### src/sv/rbs_pkg.sv
package rbs_pkg;

    localparam int MAX_RECORDS = 32;
    localparam int IDX_W       = $clog2(MAX_RECORDS);
    localparam int CNT_W       = $clog2(MAX_RECORDS + 1);

    localparam int TAG_W  = 8;
    localparam int AGE_W  = 7;
    localparam int NAME_W = 64;

    typedef struct packed {
        logic [TAG_W-1:0]  tag;
        logic [AGE_W-1:0]  age;
        logic [NAME_W-1:0] name;
    } rec_t;

    typedef enum logic [2:0] {
        ST_LOAD,
        ST_PASS_INIT,
        ST_PASS_LOAD,
        ST_RD,
        ST_CMP,
        ST_TAIL,
        ST_EMIT_RD,
        ST_EMIT_OUT
    } state_t;

endpackage

### src/sv/rbs_in_if.sv
interface rbs_in_if;
    logic                        valid;
    logic                        ready;
    logic [rbs_pkg::TAG_W-1:0]   record_tag;
    logic [rbs_pkg::AGE_W-1:0]   age_key;
    logic [rbs_pkg::NAME_W-1:0]  name_key;
    logic                        last_record;

    modport source
    (
        output valid, record_tag, age_key, name_key, last_record,
        input  ready
    );

    modport sink
    (
        input  valid, record_tag, age_key, name_key, last_record,
        output ready
    );
endinterface

### src/sv/rbs_out_if.sv
interface rbs_out_if;
    logic                        valid;
    logic                        ready;
    logic [rbs_pkg::TAG_W-1:0]   out_tag;
    logic [rbs_pkg::AGE_W-1:0]   out_age;
    logic [rbs_pkg::NAME_W-1:0]  out_name;
    logic                        out_last;

    modport source
    (
        output valid, out_tag, out_age, out_name, out_last,
        input  ready
    );

    modport sink
    (
        input  valid, out_tag, out_age, out_name, out_last,
        output ready
    );
endinterface

### src/sv/record_bubble_sort_by_key.sv
// Load: one record request per cycle while ready; a request marked last starts the sort
// (or, with under two records, the emit). Sort: each pass reads record 0 (PASS_INIT,
// PASS_LOAD), then RD/CMP do one memory read and one write per compare; TAIL stores
// the pass maximum. Emit: EMIT_RD and EMIT_OUT per record; ready stays low until done.
// Reset (rst_n low, asynchronous): sequencer to load, count and sort_by_name cleared;
// the record memory is not cleared.
module record_bubble_sort_by_key
(
    input  logic         clk,
    input  logic         rst_n,
    input  logic         cfg_we,
    input  logic         cfg_wdata,
    rbs_in_if.sink       rec,
    rbs_out_if.source    sorted
);

    localparam int IDX_W = rbs_pkg::IDX_W;
    localparam int CNT_W = rbs_pkg::CNT_W;

    rbs_pkg::rec_t   mem [rbs_pkg::MAX_RECORDS];
    rbs_pkg::rec_t   rd_data_reg;
    rbs_pkg::rec_t   cur_reg, cur_next;
    rbs_pkg::rec_t   wr_data;
    rbs_pkg::state_t state_reg, state_next;

    logic [CNT_W-1:0] count_reg, count_next;
    logic [CNT_W-1:0] total_reg, total_next;
    logic [CNT_W-1:0] lim_reg, lim_next;
    logic [IDX_W-1:0] j_reg, j_next;
    logic [IDX_W-1:0] e_reg, e_next;
    logic             mode_reg, mode_next;
    logic             sort_by_name_reg, sort_by_name_next;

    logic [IDX_W-1:0] rd_addr;
    logic [IDX_W-1:0] wr_addr;
    logic             wr_en;
    logic             has_room;
    logic [CNT_W-1:0] n_after;
    logic [CNT_W-1:0] lim_dec;
    logic             gt;
    logic             pass_done;
    logic             emit_last;
    logic             in_acc;

    assign in_acc    = rec.valid && rec.ready;
    assign has_room  = count_reg < CNT_W'(rbs_pkg::MAX_RECORDS);
    assign n_after   = has_room ? count_reg + CNT_W'(1) : count_reg;
    assign lim_dec   = lim_reg - CNT_W'(1);
    assign gt        = mode_reg ? (cur_reg.name > rd_data_reg.name)
                                : (cur_reg.age > rd_data_reg.age);
    assign pass_done = (CNT_W'(j_reg) + CNT_W'(2)) == lim_reg;
    assign emit_last = (CNT_W'(e_reg) + CNT_W'(1)) == total_reg;

    always_comb
    begin
        state_next = state_reg;
        unique case (state_reg)
            rbs_pkg::ST_LOAD:
            begin
                if (rec.valid && rec.last_record)
                begin
                    state_next = (n_after >= CNT_W'(2)) ? rbs_pkg::ST_PASS_INIT
                                                        : rbs_pkg::ST_EMIT_RD;
                end
            end
            rbs_pkg::ST_PASS_INIT: state_next = rbs_pkg::ST_PASS_LOAD;
            rbs_pkg::ST_PASS_LOAD: state_next = rbs_pkg::ST_RD;
            rbs_pkg::ST_RD:        state_next = rbs_pkg::ST_CMP;
            rbs_pkg::ST_CMP:
                state_next = pass_done ? rbs_pkg::ST_TAIL : rbs_pkg::ST_RD;
            rbs_pkg::ST_TAIL:
                state_next = (lim_dec >= CNT_W'(2)) ? rbs_pkg::ST_PASS_INIT
                                                    : rbs_pkg::ST_EMIT_RD;
            rbs_pkg::ST_EMIT_RD:   state_next = rbs_pkg::ST_EMIT_OUT;
            rbs_pkg::ST_EMIT_OUT:
            begin
                if (sorted.ready)
                begin
                    state_next = emit_last ? rbs_pkg::ST_LOAD : rbs_pkg::ST_EMIT_RD;
                end
            end
            default:               state_next = rbs_pkg::ST_LOAD;
        endcase
    end

    always_comb
    begin
        rec.ready       = 1'b0;
        sorted.valid    = 1'b0;
        sorted.out_tag  = rd_data_reg.tag;
        sorted.out_age  = rd_data_reg.age;
        sorted.out_name = rd_data_reg.name;
        sorted.out_last = emit_last;
        rd_addr         = '0;
        wr_en           = 1'b0;
        wr_addr         = j_reg;
        wr_data         = cur_reg;
        unique case (state_reg)
            rbs_pkg::ST_LOAD:
            begin
                rec.ready    = 1'b1;
                wr_en        = rec.valid && has_room;
                wr_addr      = count_reg[IDX_W-1:0];
                wr_data.tag  = rec.record_tag;
                wr_data.age  = rec.age_key;
                wr_data.name = rec.name_key;
            end
            rbs_pkg::ST_PASS_INIT: rd_addr = '0;
            rbs_pkg::ST_PASS_LOAD: rd_addr = '0;
            rbs_pkg::ST_RD:        rd_addr = j_reg + IDX_W'(1);
            rbs_pkg::ST_CMP:
            begin
                wr_en   = 1'b1;
                wr_addr = j_reg;
                wr_data = gt ? rd_data_reg : cur_reg;
            end
            rbs_pkg::ST_TAIL:
            begin
                wr_en   = 1'b1;
                wr_addr = lim_dec[IDX_W-1:0];
                wr_data = cur_reg;
            end
            rbs_pkg::ST_EMIT_RD:   rd_addr = e_reg;
            rbs_pkg::ST_EMIT_OUT:
            begin
                rd_addr      = e_reg;
                sorted.valid = 1'b1;
            end
            default:               rd_addr = '0;
        endcase
    end

    always_comb
    begin
        count_next        = count_reg;
        total_next        = total_reg;
        lim_next          = lim_reg;
        j_next            = j_reg;
        e_next            = e_reg;
        cur_next          = cur_reg;
        mode_next         = mode_reg;
        sort_by_name_next = cfg_we ? cfg_wdata : sort_by_name_reg;
        case (state_reg)
            rbs_pkg::ST_LOAD:
            begin
                if (in_acc)
                begin
                    count_next = n_after;
                    if (rec.last_record)
                    begin
                        count_next = '0;
                        total_next = n_after;
                        lim_next   = n_after;
                        mode_next  = sort_by_name_reg;
                        e_next     = '0;
                    end
                end
            end
            rbs_pkg::ST_PASS_INIT: j_next   = '0;
            rbs_pkg::ST_PASS_LOAD: cur_next = rd_data_reg;
            rbs_pkg::ST_CMP:
            begin
                cur_next = gt ? cur_reg : rd_data_reg;
                j_next   = j_reg + IDX_W'(1);
            end
            rbs_pkg::ST_TAIL:      lim_next = lim_dec;
            rbs_pkg::ST_EMIT_OUT:
            begin
                if (sorted.ready && !emit_last)
                begin
                    e_next = e_reg + IDX_W'(1);
                end
            end
            default:
            begin
            end
        endcase
    end

    always_ff @(posedge clk or negedge rst_n)
    begin
        if (!rst_n)
        begin
            state_reg        <= rbs_pkg::ST_LOAD;
            count_reg        <= '0;
            total_reg        <= '0;
            lim_reg          <= '0;
            j_reg            <= '0;
            e_reg            <= '0;
            mode_reg         <= 1'b0;
            sort_by_name_reg <= 1'b0;
        end
        else
        begin
            state_reg        <= state_next;
            count_reg        <= count_next;
            total_reg        <= total_next;
            lim_reg          <= lim_next;
            j_reg            <= j_next;
            e_reg            <= e_next;
            mode_reg         <= mode_next;
            sort_by_name_reg <= sort_by_name_next;
        end
    end

    always_ff @(posedge clk)
    begin
        cur_reg <= cur_next;
    end

    always_ff @(posedge clk)
    begin
        if (wr_en)
        begin
            mem[wr_addr] <= wr_data;
        end
        rd_data_reg <= mem[rd_addr];
    end

    a_no_load_while_emit: assert property (@(posedge clk) disable iff (!rst_n)
        !(sorted.valid && rec.ready))
        else $error("input ready while a sorted record is pending");

    a_count_bound: assert property (@(posedge clk) disable iff (!rst_n)
        count_reg <= CNT_W'(rbs_pkg::MAX_RECORDS))
        else $error("record count beyond capacity");

    a_cmp_span: assert property (@(posedge clk) disable iff (!rst_n)
        (state_reg == rbs_pkg::ST_CMP) |-> (lim_reg >= CNT_W'(2) && lim_reg <= total_reg))
        else $error("compare outside the active pass");

    a_back_to_load: assert property (@(posedge clk) disable iff (!rst_n)
        (sorted.valid && sorted.ready && sorted.out_last) |=> (rec.ready && count_reg == '0))
        else $error("not back to load after the final sorted record");

endmodule

### src/flat_wrapper.sv
// flat-port wrapper written by rule: the top's interface ports become plain ports
module record_bubble_sort_by_key_flat 
  (clk, rst_n, cfg_we, cfg_wdata, rec_valid, rec_record_tag, rec_age_key, rec_name_key, rec_last_record, rec_ready, sorted_valid, sorted_out_tag, sorted_out_age, sorted_out_name, sorted_out_last, sorted_ready);
  rbs_in_if rec_i ();
  rbs_out_if sorted_i ();
  input  logic clk;
  input  logic rst_n;
  input  logic cfg_we;
  input  logic cfg_wdata;
  input wire logic [$bits(rec_i.valid)-1:0] rec_valid;
  input wire logic [$bits(rec_i.record_tag)-1:0] rec_record_tag;
  input wire logic [$bits(rec_i.age_key)-1:0] rec_age_key;
  input wire logic [$bits(rec_i.name_key)-1:0] rec_name_key;
  input wire logic [$bits(rec_i.last_record)-1:0] rec_last_record;
  output wire logic [$bits(rec_i.ready)-1:0] rec_ready;
  output wire logic [$bits(sorted_i.valid)-1:0] sorted_valid;
  output wire logic [$bits(sorted_i.out_tag)-1:0] sorted_out_tag;
  output wire logic [$bits(sorted_i.out_age)-1:0] sorted_out_age;
  output wire logic [$bits(sorted_i.out_name)-1:0] sorted_out_name;
  output wire logic [$bits(sorted_i.out_last)-1:0] sorted_out_last;
  input wire logic [$bits(sorted_i.ready)-1:0] sorted_ready;
  assign rec_i.valid = rec_valid;
  assign rec_i.record_tag = rec_record_tag;
  assign rec_i.age_key = rec_age_key;
  assign rec_i.name_key = rec_name_key;
  assign rec_i.last_record = rec_last_record;
  assign rec_ready = rec_i.ready;
  assign sorted_valid = sorted_i.valid;
  assign sorted_out_tag = sorted_i.out_tag;
  assign sorted_out_age = sorted_i.out_age;
  assign sorted_out_name = sorted_i.out_name;
  assign sorted_out_last = sorted_i.out_last;
  assign sorted_i.ready = sorted_ready;
  record_bubble_sort_by_key u_core (.clk(clk), .rst_n(rst_n), .cfg_we(cfg_we), .cfg_wdata(cfg_wdata), .rec(rec_i), .sorted(sorted_i));
endmodule
### config.mk
export PLATFORM = sky130hd
export DESIGN_NAME = record_bubble_sort_by_key_flat
export DESIGN_NICKNAME = d
export VERILOG_FILES = /design/src/sv/rbs_pkg.sv /design/src/sv/rbs_in_if.sv /design/src/sv/rbs_out_if.sv /design/src/sv/record_bubble_sort_by_key.sv /design/src/flat_wrapper.sv
export SDC_FILE = /design/constraint.sdc
export NUM_CORES = 2
export LEC_CHECK = 0
export ABC_AREA = 1
export BUFFER_PORTS_ARGS = -buffer_cell sky130_fd_sc_hd__buf_4
export CORE_MARGIN = 2
export CORE_UTILIZATION = 50
export CTS_BUF_LIST = sky130_fd_sc_hd__clkbuf_8
export CTS_CLUSTER_DIAMETER = 60
export DETAILED_ROUTE_END_ITERATION = 8
export PLACE_DENSITY_LB_ADDON = 0.15
export SYNTH_ARGS = -nofsm -noshare
export SYNTH_HDL_FRONTEND = slang
export SYNTH_SLANG_ARGS = --single-unit
export TNS_END_PERCENT = 1
### constraint.sdc
create_clock -name clk -period 9.25 [get_ports clk]
set_input_delay 1.85 -clock clk [delete_from_list [all_inputs] [get_ports clk]]
set_output_delay 1.85 -clock clk [all_outputs]
set_load 0.05 [all_outputs]
==> results <==
- The flow ran to the end, and the final reports show no timing, DRC or antenna violations.
- The number of I/O pins is 168.
- For the worst setup path, the data required time is 7.40 ns.
- The critical path is of the register to output port type.
- Routability-driven placement finished with a final weighted congestion of 0.8880.
- The largest single stage delay on the critical path is 0.50 ns.
- The overall global routing resource usage is 0.2911.
- Input and output buffers added on the ports amount to 167.
- The post-synthesis net count is 9036.
- Summed over all cells, the static leakage comes to 0.04240 uW.
- The die footprint is 225200 um2.
- The number of DRC violations after detailed-routing iteration 0 is 9132.
- The via count of the first global-routing pass is 71273.
- Across the VDD grid, the largest voltage drop is 371.2 uV.
- The number of pins with negative max-slew slack in the final report came to 0.
- Buffers inserted during clock tree synthesis total 449.
- The most common cell type on the critical path is buf_4.
- The register with the most flip-flops in the layout has 2528 of them.
- The worst-case clock buffer depth is 4.
- The library cell used most frequently in the layout, excluding fill and tap cells, is edfxtp_1.
- The maximum operating frequency is 0.1758 GHz.
- The cell family contributing the most delay on the critical path is buffers and inverters.
- Measured along the y axis, the die boundary spans 474.5 um.
- After detailed routing, the number of vias per cell comes to 6.031.
- The average routed wire per standard cell is 26.96 um.
- After synthesis the netlist holds a flip-flop and latch count of 2719.
- The synthesized netlist occupies a cell area of 110700 um2.
- The initial core utilization is 0.5032.
- The first global-routing pass estimated 481700 um of wire.
- STA classifies the critical path startpoint as a register.
- Setup repair after global routing left no endpoint under its margin.
- The TritonCTS sink count is 2719.
- The clock period could shrink to 5.687 ns.
- The number of H-tree levels is 5.
- Together, buffers and inverters on the worst path number 5.
- The count of synthesis-stage warnings from yosys is 0.
- On the critical path, the stage with the largest delay is an instance of buf_4.
- The final cell count without fillers is 12359.
- The overall die width is 474.5 um.
- The half-perimeter wire length of the detailed placement result is 169800 um.
- The area added between synthesis and finish is 11.29%.
- The fraction of registers with async set/reset is 0.01214.
- The first-pass detailed-route iteration total is 8.
- Synthesis handed over a netlist of 8873 instances.
- The endpoint type of the worst setup path is an output port.
- After global routing the overflow that remains totals 0.
- Fill cells in the final layout number 18435.
- Summed over all layers, the routed wires come to 333200 um.
- The worst slew slack as a fraction of its limit is 0.009661.
- The maximum clock skew at final layout is 0.08776 ns.
- The number of gates given a new drive strength after cts is 0.
- The number of hold-slack violations in the final timing report is 0.
- In this run the core area contains 172 standard-cell rows.
- In the routed design, unresolved DRC markers number 0.
- The number of routed nets with antenna violations is 0.
- At the pin with the least slew margin, the transition time is 1.486 ns.
- At the worst endpoint, the arrival time is 3.84 ns.
- The setup violation total in the final timing report is 0.
- The number of nets at the end of the flow is 9205.
- The maximum number of pins on one net before global-route repair is 244.
- Yosys mapped a number of flops with a built-in enable equal to 2607.
- In the layout the commonest cells are edfxtp_1 (2607), nor2_1 (1300), nand2_1 (1049).
- The power density over the cells is 377.9 nW/um2.
- The average instance in the mapped netlist occupies 12.47 um2.
- The number of antenna violations at the first check in global routing came to 5.
- The cell total after placement is 11549.
- In this run the post-CTS setup repair buffer count came out at 0.
- The number of hold buffers added after CTS was 0.
- The later-pin clock latency in the skew report is 1.14 ns.
- The cell chosen for the clock root is clkbuf_8.
- For this run, the register share of the synthesized area comes to 0.7290.
- The max-capacitance violation count is 0.
- The fraction of final layout cells sized beyond drive strength 1 is 0.09738.
- The TritonCTS clock tree is built.
- The most used flip-flop cell after synthesis is edfxtp_1.
- The core box area is 219900 um2.
- The critical path goes through nor2_4 -> buf_4 -> inv_1 -> nor2_4 -> buf_4 -> buf_4 -> buf_4.
- Synthesis instantiated 41 different standard cells from the library.
- Dividing the final minimum period by the clock period gives 0.6148.
- The maximum fanout encountered on the critical timing path is 50.
- The routed layout has 74531 vias.
- The clock edge transition at the registers on the reported setup and hold paths is 0.06 ns.
- The post-route setup TNS is 0 ns.
- The class of the worst hold path is register to register.
## area by class of cell
cell class                      instances  area, um2  share of cell area
Inverter                              289       1112            0.009030
Clock inverter                        328       1491             0.01211
Tap cell                             2958       3701             0.03004
Timing Repair Buffer                  310       2653             0.02153
Antenna cell                            5      12.51           0.0001016
Clock buffer                          477       6565             0.05329
Multi-Input combinational cell       5273      26960              0.2188
Sequential cell                      2719      80690              0.6550
## metrics by stage
stage / area, um2 / util / hold slack, ns / setup WS [ns] / power [uW]
after floorplan: 110700 / - / 0.4492 / 0.8678 / 30170
after global placement: 115100 / 0.5234 / 0.4413 / 3.361 / 36570
after detailed placement: 115100 / 0.5234 / 0.4467 / 3.286 / 36900
after CTS: 123200 / 0.5600 / 0.4613 / 3.470 / 46480
after global routing: 123200 / 0.5601 / 0.4695 / 3.396 / 48860
final: 123200 / 0.5601 / 0.4608 / 3.563 / 46560
## worst reg2reg max path, cell delays in order (launching register included)
cell and delay, ns:
dfrtp_1 0.48, nor2_4 0.14, buf_4 0.40, inv_1 0.21
nor2_4 0.13, inv_1 0.19, nor2_2 0.27, inv_1 0.14
o211ai_1 0.39, nand3_1 0.74, nor2_4 1.24, buf_4 0.78
## per-layer routing
metal,vias to the layer above,part of all wire,track usage
li1,32777,-,-
met1,37485,0.41,0.4069
met2,3675,0.47,0.4608
met3,594,0.087,0.04763
met4,0,0.037,0.1098
met5,-,0,0
## report_power, final
part	total [uW]	switching, uW	internal [uW]
Clock	9630	4730	4890
Sequential	18300	543	17800
Combinational	18600	14000	4640
Total	46600	19300	27300
## cell families after synthesis
family,Yosys count,synth area share
AND/OR/NAND/NOR,3073,0.1124
flip-flops,2719,0.7290
AO/OA/AOI/OAI,2101,0.1172
buffers and inverters,881,0.03092
adder cells (fa/ha/maj),77,0.008704
XOR/XNOR,21,0.001662
multiplexers,1,0.0001017
## cell usage after synthesis, types with 2 or more instances
cell	count	share of area
a21oi_1	47	0.0021
buf_1	86	0.0029
buf_2	50	0.0023
buf_4	14	0.00095
clkbuf_1	442	0.015
dfrtp_1	33	0.0075
dfxtp_1	79	0.014
edfxtp_1	2607	0.71
ha_1	77	0.0087
inv_1	282	0.0096
inv_2	6	0.00020
nand2_1	1053	0.036
nand3_1	654	0.030
nand3b_1	3	0.00020
nand4_1	12	0.00068
nor2_1	1334	0.045
nor2_2	2	0.00011
nor3_1	7	0.00032
nor3b_1	2	0.00014
o211ai_1	2	0.00014
o21a_1	5	0.00034
o21ai_0	176	0.0080
o21ai_1	574	0.026
o21bai_1	643	0.044
o22ai_1	646	0.037
or2_2	3	0.00017
xnor2_1	6	0.00047
xor2_1	15	0.0012
## worst paths after layout
kind                                                 from                       to  slack, ns  depth (start not counted)
max in group asynchronous                           rst_n      u_core.count_reg[3]       8.22                          1
min in group asynchronous                           rst_n  u_core.sort_by_name_reg       0.67                          1
worst min-delay path            u_core.sorted.out_name[7]        u_core.cur_reg[7]       0.46                          0
worst max-delay path                  u_core.state_reg[1]                rec_ready       3.56                          7
worst max register to register        u_core.state_reg[1]       u_core.mem[18][49]       3.65                         11
worst min register to register  u_core.sorted.out_name[7]        u_core.cur_reg[7]       0.46                          0
Power figures use the tool's default switching activity.
